<file path="config.mk">
export PLATFORM = sky130hd
export DESIGN_NAME = pat_rule
export DESIGN_NICKNAME = d
export VERILOG_FILES = /design/src/rtl/core/pat_pkg.sv /design/src/rtl/core/pat_rule.sv
export SDC_FILE = /design/constraint.sdc
export NUM_CORES = 1
export LEC_CHECK = 0
export ABC_AREA = 0
export BUFFER_PORTS_ARGS = -buffer_cell sky130_fd_sc_hd__buf_4
export CORE_AREA = 2 2 205 207
export DETAILED_ROUTE_END_ITERATION = 8
export DIE_AREA = 0 0 207 209
export PLACE_DENSITY_LB_ADDON = 0.25
export RECOVER_POWER = 25
export SLEW_MARGIN = 0
export SYNTH_ARGS = -nofsm -noshare
export SYNTH_HDL_FRONTEND = slang
export SYNTH_SLANG_ARGS = --single-unit
</file>
<file path="constraint.sdc">
create_clock -name vclk -period 13.2
set_input_delay 2.64 -clock vclk [all_inputs]
set_output_delay 2.64 -clock vclk [all_outputs]
set_load 0.05 [all_outputs]
</file>
<file path="src/rtl/core/pat_pkg.sv">
// Shared types and constants for the Paxos acceptor table unit.
// Holds the operation codes, the control entry layout and field widths.
// Used by pat_rule and paxos_acceptor_table_unit; depends on nothing.
package pat_pkg;

  localparam int unsigned BALLOT_W       = 32;
  localparam int unsigned INST_REQ_W     = 10;
  localparam int unsigned FIELD_VALUE_W  = 64;
  localparam int unsigned DEF_INSTANCES  = 1024;
  localparam int unsigned DEF_VALUE_BITS = 64;

  typedef enum logic [1:0] {
    OP_PREPARE = 2'd0,
    OP_ACCEPT  = 2'd1,
    OP_COMMIT  = 2'd2,
    OP_QUERY   = 2'd3
  } op_e;

  typedef struct packed {
    logic signed [BALLOT_W-1:0] promise_major;
    logic signed [BALLOT_W-1:0] promise_minor;
    logic                       accepted;
    logic                       committed;
  } pat_ctrl_t;

  typedef struct packed {
    logic granted;
    logic data_we;
    logic accepted;
    logic committed;
  } pat_verdict_t;

  localparam pat_ctrl_t CTRL_RESET = '{
    promise_major: '1,
    promise_minor: '1,
    accepted:      1'b0,
    committed:     1'b0
  };

endpackage

</file>
<file path="src/rtl/core/pat_rule.sv">
// Acceptor decision logic: compares the request ballot with the stored promise,
// forms the updated control entry and the reply. Depends on pat_pkg.
module pat_rule #(
  parameter int unsigned VALUE_BITS = pat_pkg::DEF_VALUE_BITS
) (
  input  pat_pkg::op_e                          op_i,
  input  logic signed [pat_pkg::BALLOT_W-1:0]   ballot_major_i,
  input  logic signed [pat_pkg::BALLOT_W-1:0]   ballot_minor_i,
  input  logic [VALUE_BITS-1:0]                 value_i,
  input  pat_pkg::pat_ctrl_t                    ctrl_rd_i,
  input  logic signed [pat_pkg::BALLOT_W-1:0]   acc_major_rd_i,
  input  logic signed [pat_pkg::BALLOT_W-1:0]   acc_minor_rd_i,
  input  logic [VALUE_BITS-1:0]                 acc_value_rd_i,
  output pat_pkg::pat_ctrl_t                    ctrl_new_o,
  output pat_pkg::pat_verdict_t                 verdict_o,
  output logic signed [pat_pkg::BALLOT_W-1:0]   reply_major_o,
  output logic signed [pat_pkg::BALLOT_W-1:0]   reply_minor_o,
  output logic [VALUE_BITS-1:0]                 reply_value_o
);

  import pat_pkg::*;

  logic ballot_gt;
  logic ballot_eq;
  logic fresh;

  assign ballot_gt = (ballot_major_i > ctrl_rd_i.promise_major) ||
                     ((ballot_major_i == ctrl_rd_i.promise_major) &&
                      (ballot_minor_i > ctrl_rd_i.promise_minor));
  assign ballot_eq = (ballot_major_i == ctrl_rd_i.promise_major) &&
                     (ballot_minor_i == ctrl_rd_i.promise_minor);

  always_comb begin
    ctrl_new_o = ctrl_rd_i;
    verdict_o  = '0;
    fresh      = 1'b0;
    unique case (op_i)
      OP_PREPARE: begin
        if (ballot_gt) begin
          ctrl_new_o.promise_major = ballot_major_i;
          ctrl_new_o.promise_minor = ballot_minor_i;
          verdict_o.granted        = 1'b1;
          fresh                    = 1'b1;
        end
      end
      OP_ACCEPT: begin
        if (ballot_gt || ballot_eq) begin
          ctrl_new_o.promise_major = ballot_major_i;
          ctrl_new_o.promise_minor = ballot_minor_i;
          ctrl_new_o.accepted      = 1'b1;
          verdict_o.granted        = 1'b1;
          verdict_o.data_we        = 1'b1;
        end
      end
      OP_COMMIT: begin
        if (!ctrl_rd_i.committed) begin
          ctrl_new_o.committed = 1'b1;
          verdict_o.granted    = 1'b1;
        end
      end
      OP_QUERY: begin
        verdict_o.granted = 1'b1;
      end
      default: begin
        verdict_o.granted = 1'b0;
      end
    endcase
    verdict_o.accepted  = ctrl_new_o.accepted;
    verdict_o.committed = ctrl_new_o.committed;
  end

  always_comb begin
    reply_major_o = '0;
    reply_minor_o = '0;
    reply_value_o = '0;
    if (verdict_o.data_we) begin
      reply_major_o = ballot_major_i;
      reply_minor_o = ballot_minor_i;
      reply_value_o = value_i;
    end else if (ctrl_rd_i.accepted) begin
      reply_major_o = acc_major_rd_i;
      reply_minor_o = acc_minor_rd_i;
      reply_value_o = acc_value_rd_i;
    end else if (fresh) begin
      reply_major_o = ballot_major_i;
      reply_minor_o = ballot_minor_i;
    end
  end

endmodule

</file>
; ---- After elaboration in Yosys (flattened, before gate mapping)
; Cells that the tools add are included.
[word_totals]
register_bits = 0
inputBits = 324
word_cells = 31
[classes]
magnitude_cmp = 2
eq_ne = 5
muxes = 19
n_reduce_logical = 5
[op_table]
columns = cell, count
row1 = $mux W32, 6
row2 = $mux W64, 3
row3 = $pmux W64 S2, 1
row4 = $mux W65, 1
row5 = $eq A32 B32 Y1, 2
row6 = $gt A32 B32 Y1, 2
row7 = $mux W1, 6
row8 = $eq A2 B2 Y1 const B, 2
row9 = $pmux W1 S4, 1
row10 = $eq A2 B1 Y1 const B, 1
row11 = $logic_and A1 B1 Y1, 2
row12 = $logic_not A2 Y1, 1
row13 = $logic_or A1 B1 Y1, 2
row14 = $mux W2, 1

; ---- Longest topological paths before layout
[logic_depth]
word_depth = 8
depth_mapped = 13

; ---- Least setup slack after synthesis
; No wires, ideal clock.
[synth_path]
path_type = in2out
from = input ctrl_rd_i[16] (netlist bit)
to = output reply_value_o[10]
arrival_ps = 5811
path_slack_ps = 4749
cell_stages = 13
n_path_buf = 3
cell_sequence = inv_1 -> ha_1 -> nand4_1 -> or4_1 -> a21oi_1 -> o31a_1 -> nor2_1 -> mux2i_1 -> or4b_1 -> clkbuf_1 -> buf_6 -> buf_2 -> mux2i_1
[synth_via]
elab_chain_len = 7
elab_cells_between_ends = 9
cone_classes = 1 x order compare / 1 x eq/ne / 3 x mux / 4 x reduce/logical
[synth_lines]
columns = element, line_no
row1 = from (decl), pat_rule.sv:10  ; input pat_pkg::pat_ctrl_t ctrl_rd_i,
row2 = $gt A32 B32 Y1, pat_rule.sv:29  ; (ballot_minor_i > ctrl_rd_i.promise_minor));
row3 = $logic_and A1 B1 Y1, pat_rule.sv:28  ; ((ballot_major_i == ctrl_rd_i.promise_major) &&
row4 = $logic_or A1 B1 Y1, pat_rule.sv:27  ; assign ballot_gt = (ballot_major_i > ctrl_rd_i.promise_major) ||
row5 = $logic_or A1 B1 Y1 *, pat_rule.sv:47  ; if (ballot_gt || ballot_eq) begin
row6 = $mux W2 *, pat_rule.sv:47
row7 = $mux W1 *, pat_rule.sv:37  ; unique case (op_i)
row8 = $mux W64 *, pat_rule.sv:76  ; if (verdict_o.data_we) begin
row9 = to (decl), pat_rule.sv:18  ; output logic [VALUE_BITS-1:0] reply_value_o
; Every way passes the cells marked *; elsewhere a longest branch is shown, timed or not.

; ---- Worst setup path in the final report
[layout_path]
from = input ballot_major_i[31] (netlist bit)
to = output reply_value_o[17]
[layout_via]
elab_chain_len = 7
elab_cells_between_ends = 9
cone_classes = 1 x order compare / 1 x eq/ne / 3 x mux / 4 x reduce/logical
[layout_lines]
columns = element, line_no
row1 = from (decl), pat_rule.sv:7  ; input logic signed [pat_pkg::BALLOT_W-1:0] ballot_major_i,
row2 = "parallel branches: the longest is 3 deep, another holds $gt A32 B32 Y1", --
row3 = $logic_or A1 B1 Y1 *, pat_rule.sv:47
row4 = $mux W2 *, pat_rule.sv:47
row5 = $mux W1 *, pat_rule.sv:37
row6 = $mux W64 *, pat_rule.sv:76
; Every way passes the cells marked *.

==> impl_results.md <==
* Status: finished with violations
* Violated checks: capacitance limit, slew limit
* Boundary Pins at 522
* Clock power frac at 0
* Hold path start: value_i[6]
* Metal-1 WL at between 10 and 15 mm
* P_sw at 0.3690 mW
* Vias in the first global route at about 7.2k
* Setup repair after global routing missed its margin: false
* Most common cell after layout, fill and taps aside: buf_4
* DR iter-0 viols at 280
* Drt pass-1 iters at 6
* Final wirelength at ~32 mm
* Syn Std Cell Area at 0.004579 sq mm
* Pre-CTS setup slack at 3.199 ns
* Worst Path Required at approximately 11 ns
* Layout clock buffer count at 0
* Internal Dissipation at just under 0.2 mW
* Initial core utilization at 0.1109
* Met2 wire length at approximately 17 mm
* Post-Syn Instances at roughly 680
* Die area at approximately 0.043 sq mm
* Largest net degree at the start of global routing at just over 80
* Sw frac at 0.6554
* Met3 WL at around 2.3 mm
* Synth warnings at 0
* Combinational power share at 1.000
* Vias per cell at about 4.0
* Post-route setup slack at 2.118 ns
* Setup_tns at 0 ns
* Total of max-cap violations at 3
* P per Cell Area at ~64 mW/mm^2
* Reg area at 0 sq um
* Most frequent cells in the layout: 480 x buf_4, 143 x nand2_1, 133 x inv_1
* Sequential share of power at 0
* Fraction of layout cells with a size suffix above 1 at 0.4175
* Hold Path Class: in2out
* Core Area at 0.04129 sq mm
* Hold Violations, Final at 0
* Resized Gates After CTS at 0
* First-pass GRT wire length at between 40 and 50 mm
* Post-synth net total at 1070
* Vias at approximately 7k
* WP data arrival at approximately 8.4 ns
* CP Class: in2out
* Area occupied by multi-input gates at about 0.0038 sq mm
* Fin nets at ~1.5k
* Final hold slack at ~5.7 ns
* Startpoint Class: input port
* Initial antenna violation count at 5
* Worst Setup End Kind: output port
* Fin crit share at 0.8395
* Die height at 209 um
* Mean Syn Cell Area at roughly 6.7 sq um
* P_leak at 5.285 nW
* Hold-fix buffer count after cts at 0
* Wire length per cell at 18.95 um
* Register area share after synthesis at 0
* GPL Wtd Cong at 0.8896
* Dpl hpwl at ~28 mm
* Final setup fails at 0
* Worst-margin pin slew at about 2.7 ns
* Max Used Layer: met4
* Critical-path maximum fanout at 70
* Fmax at roughly 90 MHz
* Post-DRT Antenna Nets at 0
* Slew margin rel. at -0.8242
* Total grt overflow at 0
* Final Max Tran Viols at between 100 and 150
* Die X at 207 um
* Fillers at about 4.8k
* Fin crit period at around 11 ns
* Port bufs at roughly 520
* Setup Buffers After CTS at 0
* Total GRT Usage at 0.1396
* Area delta synth->final at 92.90%
* Distinct cells, synth at 35
* Setup crit start: ballot_major_i[31]
* # DRC at 0
* Seq Cell Count at 0
* Core Rows at 75
* VDD IR-drop max at 0.02302 mV
## metal layers
metal | vias to the layer above | GRT usage
li1 | 3329 | -
met1 | 3127 | 0.1563
met2 | 331 | 0.2692
met3 | 18 | 0.03111
met4 | 0 | 0.02562
met5 | - | 0
## per-stage QoR
stage / total power [mW] / std cells / area [sq um] / utilization
finish: 0.5630 / 1701 / 8833 / 0.2139
global route: 0.5969 / 1699 / 8828 / 0.2138
CTS: 0.5816 / 1696 / 9001 / 0.2180
detailed placement: 0.5798 / 1696 / 9001 / 0.2180
global placement: 0.5801 / 1696 / 9001 / 0.2180
floorplan: 0.3514 / 682 / 4579 / -
## critical path: stages
cell and delay [ns]:
buf_4 0.14, ha_1 0.43, nand4_1 0.34, nor4_1 0.84, nand3_1 0.24, inv_1 0.17, nand3_1 0.09, mux2i_1 0.34
or4b_1 2.02, buf_12 0.38, mux2i_1 0.36, buf_4 0.26
## final timing paths
| check | to | slack, ns | cells past startpoint |
|---|---|---|---|
| max | reply_value_o[17] | 2.12 | 12 |
| min | reply_value_o[6] | 5.67 | 4 |
## area by class of cell
type	instances	area share
tap	539	0.07635
inverter	134	0.05694
antenna	5	0.001416
multi-input combinational	496	0.4356
timing repair buffer	527	0.4297
## Yosys cell counts, types with 2 or more instances
library cell / number / area, sq um
nand4_1: 11 / 68.82
buf_4: 2 / 15.01
mux2_1: 2 / 22.52
nor2b_1: 2 / 12.51
clkbuf_1: 32 / 120.1
a21oi_1: 24 / 120.1
a211oi_1: 2 / 15.01
inv_2: 2 / 7.510
o21ai_0: 11 / 55.05
o211ai_1: 2 / 15.01
buf_2: 16 / 80.08
ha_1: 64 / 800.8
nor3_1: 2 / 10.01
nor4_1: 3 / 18.77
a221oi_1: 3 / 26.28
buf_6: 2 / 22.52
a21o_1: 4 / 30.03
nand2b_1: 2 / 12.51
mux2i_1: 128 / 1281
or4_1: 2 / 15.01
nand2_1: 143 / 536.8
nand3_1: 6 / 30.03
a32o_1: 64 / 640.6
nor2_1: 10 / 37.54
inv_1: 132 / 495.5
o21ai_1: 2 / 10.01
## logic make-up after synthesis
family | synth area share
simple gates | 0.1721
buf+inv | 0.1618
mux | 0.2847
compound gates | 0.2066
fa+ha+maj | 0.1749
## power groups by stage
stage	clock (mW)	sequential (mW)	combinational [mW]
floorplan	0	0	0.351
global placement	0	0	0.580
detailed placement	0	0	0.580
CTS	0	0	0.582
global route	0.0000000306	0	0.597
finish	0.0000000509	0	0.563
Power figures use the tool's default switching activity.
