`config.mk`:
```
export PLATFORM = sky130hd
export DESIGN_NAME = pat_ram
export DESIGN_NICKNAME = d
export VERILOG_FILES = /design/src/rtl/core/pat_ram.sv
export SDC_FILE = /design/constraint.sdc
export NUM_CORES = 1
export LEC_CHECK = 0
export ABC_CLOCK_PERIOD_IN_PS = 3000
export BUFFER_PORTS_ARGS = -buffer_cell sky130_fd_sc_hd__buf_2
export CAP_MARGIN = 40
export CORE_MARGIN = 4
export CORE_UTILIZATION = 50
export DETAILED_ROUTE_END_ITERATION = 6
export PLACE_DENSITY = 0.78
export SLEW_MARGIN = 20
export SYNTH_ARGS = -nofsm -noshare
export SYNTH_HDL_FRONTEND = slang
export SYNTH_SLANG_ARGS = --single-unit
export TNS_END_PERCENT = 50
```
`constraint.sdc`:
```
create_clock -name clk_i -period 3 [get_ports clk_i]
set_input_delay 0 -clock clk_i [delete_from_list [all_inputs] [get_ports clk_i]]
set_output_delay 0 -clock clk_i [all_outputs]
set_load 0.005 [all_outputs]
```
`src/rtl/core/pat_ram.sv`:
```
// Generic synchronous RAM with one write port and one registered read port.
// Width and depth are parameters; no dependencies.
module pat_ram #(
  parameter int unsigned WIDTH = 8,
  parameter int unsigned DEPTH = 16,
  localparam int unsigned AW   = (DEPTH > 1) ? $clog2(DEPTH) : 1
) (
  input  logic             clk_i,
  input  logic             we_i,
  input  logic [AW-1:0]    waddr_i,
  input  logic [WIDTH-1:0] wdata_i,
  input  logic [AW-1:0]    raddr_i,
  output logic [WIDTH-1:0] rdata_o
);

  logic [WIDTH-1:0] mem [DEPTH];

  always_ff @(posedge clk_i) begin
    if (we_i) begin
      mem[waddr_i] <= wdata_i;
    end
    rdata_o <= mem[raddr_i];
  end

endmodule

```
Word-level counts from Yosys, hierarchy flattened
Memory sizes are Yosys's and may differ from the RTL's. A register that Yosys moved wholly into a read port is not among the register bits.
Index checks and enable logic that the tools add are counted.
- flip-flop bits (word level): 0
- memory bits (writable): 128
- bits of input ports: 18
- output and inout port bits: 8
- logic and storage cells: 3
- memories kept: 1
- multiplexer cells: 2
- memory list (name ; depth ; bits a word ; read ports ; clocked after memory_dff ; write ports ; RTL line ; text):
    mem ; 16 ; 8 ; 1 ; 1 ; 1 ; 16 ; logic [WIDTH-1:0] mem [DEPTH];
- operators with widths (operator ; count):
    $mux W1 ; 2

Logic depth before layout (Yosys ltp)
Gate-level depths: netlist of the first run.
- depth after elaboration: 2
- depth in mapped cells: 5
- gate-level depth less buffers: 3

Worst setup path before layout of the first run
Ideal clock, no wire load.
- kind: input to register
- start point: input waddr_i[2]
- end point: memory mem[0][0] (enable)
- library setup time: 0.383 ns
- arrival: 1.110 ns
- required time: 2.617 ns
- setup slack: 1.507 ns
- stages on the path: 2
- buffers on the path: 0
- cells stage by stage: or3b_2 -> nor3_1
- RTL lines (element ; RTL line ; text):
    start, declared ; 10 ; input logic [AW-1:0] waddr_i,
    end, declared ; 16 ;
Straight into the memory's write port.

Worst setup path after layout of the first run
- start point: input waddr_i[2]
- end point: memory mem[2][1] (enable)
Straight into the memory's write port.

==> impl_metrics.ini, run 1 <==
[final_layout]
finish.net_count = 304
drive_gt1_share_pct = 28.8
layout_commonest_cell = edfxtp_1
design_area_sq_um = 6170
diodes = 0
layout-area-overhead-vs-synth_pct = 19.9
post-route-util_pct = 62.3
layout.cells.most_common_list = 128 x edfxtp_1, 25 x buf_2, 18 x mux4_2
stdcell_count = 432

[sta]
setup_tns_ns = 0
max_freq_mhz = 595
tightest_slew_ns = 0.812
hold_violations = 0
clock_skew_ns = 0.00720
slew_viol_final = 0
fin_crit_ns = 1.68
period_share_pct = 56.0
setup_viol = 0
rsz0062_at_grt = false
slew_headroom_pct = 45.7

[drt]
vias = 2474
drc_errors = 0
drt-total-wl_mm = 9.82
drt-initial-drc-count = 221
drt_first_pass_iters = 4
wl_per_cell_um = 22.7
antenna_left = 0
avgViaCountPerCell = 5.73

[clock_tree]
cts.clk_slew.worst_paths_ns = 0.06
numCtsBuffers = 17
h-tree-depth = 4
cts_root_buf = clkbuf_8
clkLatencyLatePin_ns = 0.52
cts_tree = yes
cts_sinks = 136
cts_buffer_depth = 2

[power_and_ir_drop]
irDropWorstVdd_mv = 0.388
fin_total_pwr_w = 0.00449
p_leak_nw = 2.11
power_density_nw_per_um2 = 727

[logic_synthesis]
synth_enable_flop_cells = 128
ys_ff_latch = 136
syn_inst = 229
yosys_warnings = 0
synth_nets = 247
async_flop_share_pct = 0
synth-main-ff-cell = edfxtp_1
ys_seq_area_share_pct = 77.8
synth_cell_types = 19
syn_area_per_cell_sq_um = 22.5
synth_area_sq_um = 5150

[place]
dp_cells = 389
placed_cell_area_sq_um = 5440
dp_hpwl_mm = 6.19
io_buffers = 25
place_congestion = 0.791

[job]
cap_violations = 0

[critical_path]
startpoint_type = input port
arrival_ns = 1.83
required_ns = 3.15
cp-end-kind = flip-flop
critical_path.max_fanout = 8
worstSetupPathType = input port to flip-flop

[die]
rows = 36
core_sq_um = 9910
top_level_ports = 26
dieHeight_um = 109
dieArea_sq_um = 12000
die-width_um = 109
start_util_pct = 51.9

[global_routing]
grt_start_max_net_pins = 33
grt.total_usage_pct = 18.5
antenna_found_initial = 0
first_global_vias = 2547
overflow = 0
grt_pass1_wl_mm = 15.1

[run_status]
status = finished clean

[min_path]
hp-class = input port to flip-flop
## through the flow
stage                     hold WS (ns)  setup slack, ns
after floorplan                 0.0989             1.51
after global placement           0.379             1.39
after detailed placement         0.380             1.32
after CTS                      0.00499             1.31
after global routing            0.0350             1.26
final                           0.0375             1.32
## synth_stat cells, types with 2 or more instances
cell	instances	share of area [%]
nor2_1	13	0.95
a22oi_1	16	2.3
nand2b_1	2	0.24
mux4_1	14	7.1
dfxtp_1	8	3.1
clkdlybuf4s25_2	3	0.58
nand2_1	9	0.66
nor3_1	4	0.39
mux4_2	18	7.9
nand3b_1	2	0.29
buf_6	3	0.66
edfxtp_1	128	75
buf_2	3	0.29
## flip-flops by register name, summed over array words and instances, names as in the netlist
| name | count |
|---|---|
| mem | 128 |
| rdata_o | 8 |
## critical path, stage by stage
cell	delay, ns
dlygate4sd3_1	0.54
buf_2	0.14
or3b_2	0.51
nor2_1	0.64
## routing by layer
layer  vias up  share of wire (%)  GRT usage [%]
met3        12                8.2           5.34
li1       1089                  -              -
met1      1286                 42           26.4
met2        87                 48           27.0
met5         -                  0              0
met4         0                1.1           7.48
## cells by family (layout without fill, tap and decap cells)
kind of cell | count (synthesis) | in the layout | synth area share, %
flip-flops | 136 | 136 | 77.8
buffers and inverters | 10 | 80 | 1.68
AO/OA/AOI/OAI | 16 | 16 | 2.33
multiplexers | 32 | 32 | 15.0
AND/OR/NAND/NOR | 35 | 35 | 3.18
## layout make-up
type	instances	area, sq um
sequential	136	4000
fill	703	3740
multi-input combinational	83	1060
clock buffer	24	480
timing repair buffer	48	320
tap	133	166
clock inverter	8	141
## where the power goes
| group | leakage, nW | internal, W | switching [W] |
|---|---|---|---|
| Clock | 0.303 | 0.00143 | 0.000720 |
| Combinational | 0.582 | 0.0000878 | 0.000108 |
| Sequential | 1.22 | 0.00213 | 0.0000127 |
## worst paths after layout
| kind | startpoint | end | slack (ns) | cells past startpoint |
|---|---|---|---|---|
| worst min register to register | mem[7][3]$_DFFE_PP_ | rdata_o[3]$_DFF_P_ | 0.67 | 3 |
| worst max register to register | mem[1][1]$_DFFE_PP_ | rdata_o[1]$_DFF_P_ | 1.63 | 3 |
| worst max-delay path | waddr_i[2] | mem[2][1]$_DFFE_PP_ | 1.32 | 4 |
| worst min-delay path | raddr_i[2] | rdata_o[5]$_DFF_P_ | 0.04 | 4 |
## repair_timing
item                                   in CTS  in global routing
buffers inserted                            0                  0
hold buffers                                9                  0
endpoints found under the hold margin     130                  0
resized for setup                           0                  0
(Power assumes the default switching activity.)
==> run 2: changes to the inputs <==
- ABC_CLOCK_PERIOD_IN_PS: 3000 -> 1630
- clock period: 3 -> 1.63 ns (I/O delays scaled with it)
==> run 2 against run 1 <==
Compared with the run above: power increased by 72%; hold slack improved by 0.015 ns; clock-buffer cell count decreased by 7; non-clock buffer count increased by 7; worst setup slack got worse by 1.0 ns; sequential share of layout area about the same; die area unchanged; sequential power increased by 84%.
==> impl_metrics.ini, run 2 (synthesis results as in run 1) <==
[run_status]
status = finished clean

[sta]
setup_viol = 0
tightest_slew_ns = 0.377
period_share_pct = 81.7
rsz0062_at_grt = false
setup_tns_ns = 0
hold_slack_ns = 0.0525
fin_crit_ns = 1.33
slew_viol_final = 0
hold_violations = 0
clock_skew_ns = 0.00586
slew_headroom_pct = 74.8
max_freq_mhz = 751

[clock_tree]
cts-hold-fix-buffers = 8
h-tree-depth = 4
cts_sinks = 136
cts_buffer_depth = 2
clkLatencyLatePin_ns = 0.51
postCtsSetupRepairBufs = 0
cts_root_buf = clkbuf_8
cts.clk_slew.worst_paths_ns = 0.06
numCtsBuffers = 17
cts_tree = yes
cts_resized = 0

[critical_path]
r2r-start = mem[8][4]$_DFFE_PP_
r2r.worst_path.cells = 3
r2r_end = rdata_o[4]$_DFF_P_
worstSetupPathType = flip-flop to flip-flop
arrival_ns = 1.72
cp-startpoint = mem[8][4]$_DFFE_PP_
startpoint_type = flip-flop
critical_path.max_fanout = 1
cp-end-kind = flip-flop
required_ns = 2.02
reg2reg_slack_ns = 0.30
critPathCapture = rdata_o[4]$_DFF_P_

[final_layout]
layout.cells.most_common_list = 128 x edfxtp_1, 25 x buf_2, 20 x buf_4
drive_gt1_share_pct = 31.8
multi_input_area_sq_um = 1060
regArea_sq_um = 4000
top_regs = mem: 128 flops, rdata_o: 8 flops
fillers = 706
finish.net_count = 311
layout-area-overhead-vs-synth_pct = 19.8
top_register = mem
layout_commonest_cell = edfxtp_1
diodes = 0
largest_reg_flops = 128
stdcell_count = 438
post-route-util_pct = 62.2

[drt]
drc_errors = 0
drt_first_pass_iters = 4
avgViaCountPerCell = 5.68
antenna_left = 0
vias = 2488
drt-total-wl_mm = 9.33
drt-initial-drc-count = 176
wl_per_cell_um = 21.3

[job]
cap_violations = 0

[power_and_ir_drop]
irDropWorstVdd_mv = 0.836
fin_total_pwr_w = 0.00770
p_leak_nw = 2.09
power_density_nw_per_um2 = 1250

[die]
core_sq_um = 9910
rows = 36
die-width_um = 109
start_util_pct = 51.9
dieHeight_um = 109
dieArea_sq_um = 12000
top_level_ports = 26

[global_routing]
grt_start_max_net_pins = 33
grt_pass1_wl_mm = 14.6
grt.total_usage_pct = 17.7
antenna_found_initial = 0
first_global_vias = 2570
overflow = 0

[place]
dp_hpwl_mm = 5.83
io_buffers = 25
dp_cells = 399
place_congestion = 0.718

[min_path]
hp-class = input port to flip-flop
[run 2: worst min-delay path by stage]
| stage | slack (ns) | to | startpoint | cells after the start |
|---|---|---|---|---|
| after CTS | 0.03 | mem[8][4]$_DFFE_PP_ | waddr_i[0] | 3 |
| after detailed placement | 0.37 | rdata_o[1] | rdata_o[1]$_DFF_P_ | 1 |
| after global routing | 0.04 | mem[8][1]$_DFFE_PP_ | waddr_i[0] | 3 |
| after floorplan | 0.1 | mem[0][0]$_DFFE_PP_ | wdata_i[0] | 0 |
| final | 0.05 | mem[8][4]$_DFFE_PP_ | waddr_i[0] | 3 |
| after global placement | 0.38 | rdata_o[1] | rdata_o[1]$_DFF_P_ | 1 |
[run 2: per-stage QoR]
stage	cell area (sq um)	setup slack [ns]
floorplan	5150	0.137
global placement	5540	0.242
detailed placement	5540	0.187
CTS	6170	0.256
global route	6170	0.232
finish	6170	0.298
[run 2: routing by layer]
metal  global-route usage, %  wire length, um
met1                    24.3             3790
met2                    26.5             4620
met3                    6.28              801
met4                    6.41              126
met5                       0                0
[run 2: worst max-delay path, cell delays in order, from the launching register on]
cell	delay (ns)
edfxtp_1	0.39
mux4_1	0.51
a22oi_1	0.23
nand2_1	0.08
[run 2: area by class of cell]
class	count	share of cell area, %
Sequential cell	136	64.9
Multi-Input combinational cell	83	17.1
Clock buffer	17	6.72
Timing Repair Buffer	55	6.41
Tap cell	133	2.70
Clock inverter	14	2.09
[run 2: power breakdown]
group	internal, W	switching [W]
combinational	0.000174	0.000197
clock	0.00201	0.00138
sequential	0.00391	0.0000249
==> run 3: changes to the inputs <==
- ABC_CLOCK_PERIOD_IN_PS: 1630 -> 1310
- clock period: 1.63 -> 1.31 ns (I/O delays scaled with it)
==> run 3 against run 2 <==
Compared with the run above: the run now ends with setup timing left; via count grew 3.9%; critical path depth grew 1; combinational power grew 40%; register-to-register slack lost 0.37 ns; clock-buffer cell count grew 3; clock power grew 20%; non-clock buffer count grew 4; first-iteration DRC count grew 44%; routed wire length grew 12%; maximum frequency shrank 3.7%; die area is the same; clock skew grew 0.0019 ns; critical path type unchanged; largest power group unchanged.
==> impl_metrics.ini, run 3 (synthesis results as in run 1) <==
[run_status]
failed_checks = setup timing
status = finished with violations

[critical_path]
worstSetupPathType = flip-flop to flip-flop
path_cells = mux4_2 > a22oi_2 > buf_4 > nand2_2
cp-end-kind = flip-flop
required_ns = 1.69
path_buf_inv = 1
startpoint_type = flip-flop
cp_slowest_stage_delay_ns = 0.49
arrival_ns = 1.76
critPathSlowestCell = mux4_2
crit_family = multiplexers
critical_path.max_fanout = 1

[drt]
drt_first_pass_iters = 4
wl_per_cell_um = 23.7
antenna_left = 0
drc_errors = 0
drt-total-wl_mm = 10.5
avgViaCountPerCell = 5.85
drt-initial-drc-count = 253
vias = 2584

[place]
place_congestion = 0.754
dp_hpwl_mm = 6.56
dp_cells = 403
io_buffers = 25

[power_and_ir_drop]
p_leak_nw = 2.10
power_density_nw_per_um2 = 1540
fin_total_pwr_w = 0.00949
irDropWorstVdd_mv = 1.28

[global_routing]
grt_start_max_net_pins = 20
overflow = 0
grt.total_usage_pct = 19.1
grt_pass1_wl_mm = 16.0
antenna_found_initial = 0
first_global_vias = 2638

[sta]
period_share_pct = 106
slew_viol_final = 0
max_freq_mhz = 723
fin_ws_ns = -0.0729
setup_viol = 6
rsz0062_at_grt = true
fin_crit_ns = 1.38
slew_headroom_pct = 72.5
hold_violations = 0
tightest_slew_ns = 0.413
clock_skew_ns = 0.00774

[die]
start_util_pct = 51.9
dieHeight_um = 109
die-width_um = 109
core_sq_um = 9910
dieArea_sq_um = 12000
rows = 36
top_level_ports = 26

[final_layout]
layout.cells.most_common_list = 128 x edfxtp_1, 25 x buf_2, 23 x mux4_2, 23 x buf_4, 16 x clkbuf_16
finish.net_count = 315
diodes = 0
top_register = mem
layout-area-overhead-vs-synth_pct = 19.9
stdcell_count = 442
layout_commonest_cell = edfxtp_1
largest_reg_flops = 128
drive_gt1_share_pct = 33.7
top_regs = mem: 128 flops, rdata_o: 8 flops

[clock_tree]
cts_sinks = 136
cts.clk_slew.worst_paths_ns = 0.06
h-tree-depth = 4
cts_tree = yes
clkLatencyLatePin_ns = 0.50
numCtsBuffers = 17
cts_buffer_depth = 2
cts_root_buf = clkbuf_8

[job]
cap_violations = 0

[min_path]
hp-class = input port to flip-flop
run 3: final cells by class:
class / instances / area, sq um
repair buffers: 59 / 438
flip-flops and latches: 136 / 4000
fillers: 694 / 3740
well taps: 133 / 166
clock inverters: 11 / 83.8
clock buffers: 20 / 425
multi-input cells: 83 / 1060
run 3: layer usage:
metal | track usage, % | vias up | wire [um]
met5 | 0 | - | 0
met4 | 5.70 | 0 | 55
met1 | 27.9 | 1349 | 4360
met2 | 29.0 | 126 | 5200
met3 | 4.76 | 7 | 862
li1 | - | 1102 | -
run 3: repair_timing:
action,4_1_cts,5_1_grt
setup endpoints to repair,7,8
setup buffers,0,0
hold buffers,8,0
pin swaps,2,1
hold endpoints to repair,128,0
resized for setup,7,1
run 3: path summary, 6_finish.rpt:
kind	cells past startpoint	slack (ns)	from	to
hold / removal	5	0.07	raddr_i[3]	rdata_o[7]$_DFF_P_
setup reg to reg	4	-0.07	mem[10][5]$_DFFE_PP_	rdata_o[5]$_DFF_P_
setup / recovery	4	-0.07	mem[10][5]$_DFFE_PP_	rdata_o[5]$_DFF_P_
hold reg to reg	3	0.70	mem[3][7]$_DFFE_PP_	rdata_o[7]$_DFF_P_
run 3: where the power goes:
part	leakage, nW	switching, W	internal [W]
logic	0.633	0.000284	0.000234
registers	1.22	0.0000275	0.00487
clock network	0.243	0.00161	0.00246
run 3: stage by stage:
stage | hold WS, ns | TNS [ns] | instance area [sq um] | util, % | setup WS, ns
after floorplan | 0.0989 | 0 | 5150 | - | 0.0439
after global placement | 0.385 | -0.773 | 5590 | 56.4 | -0.167
after detailed placement | 0.382 | -0.952 | 5590 | 56.4 | -0.218
after CTS | 0.0583 | -0.221 | 6180 | 62.3 | -0.0827
after global routing | 0.0850 | -0.559 | 6170 | 62.3 | -0.116
final | 0.0691 | -0.181 | 6170 | 62.3 | -0.0729
run 3: tightest hold or removal path: cells and delay by family:
family | cells | cell delay (ns)
buffers and inverters | 2 | 0.29
AO/OA/AOI/OAI | 1 | 0.10
AND/OR/NAND/NOR | 2 | 0.14
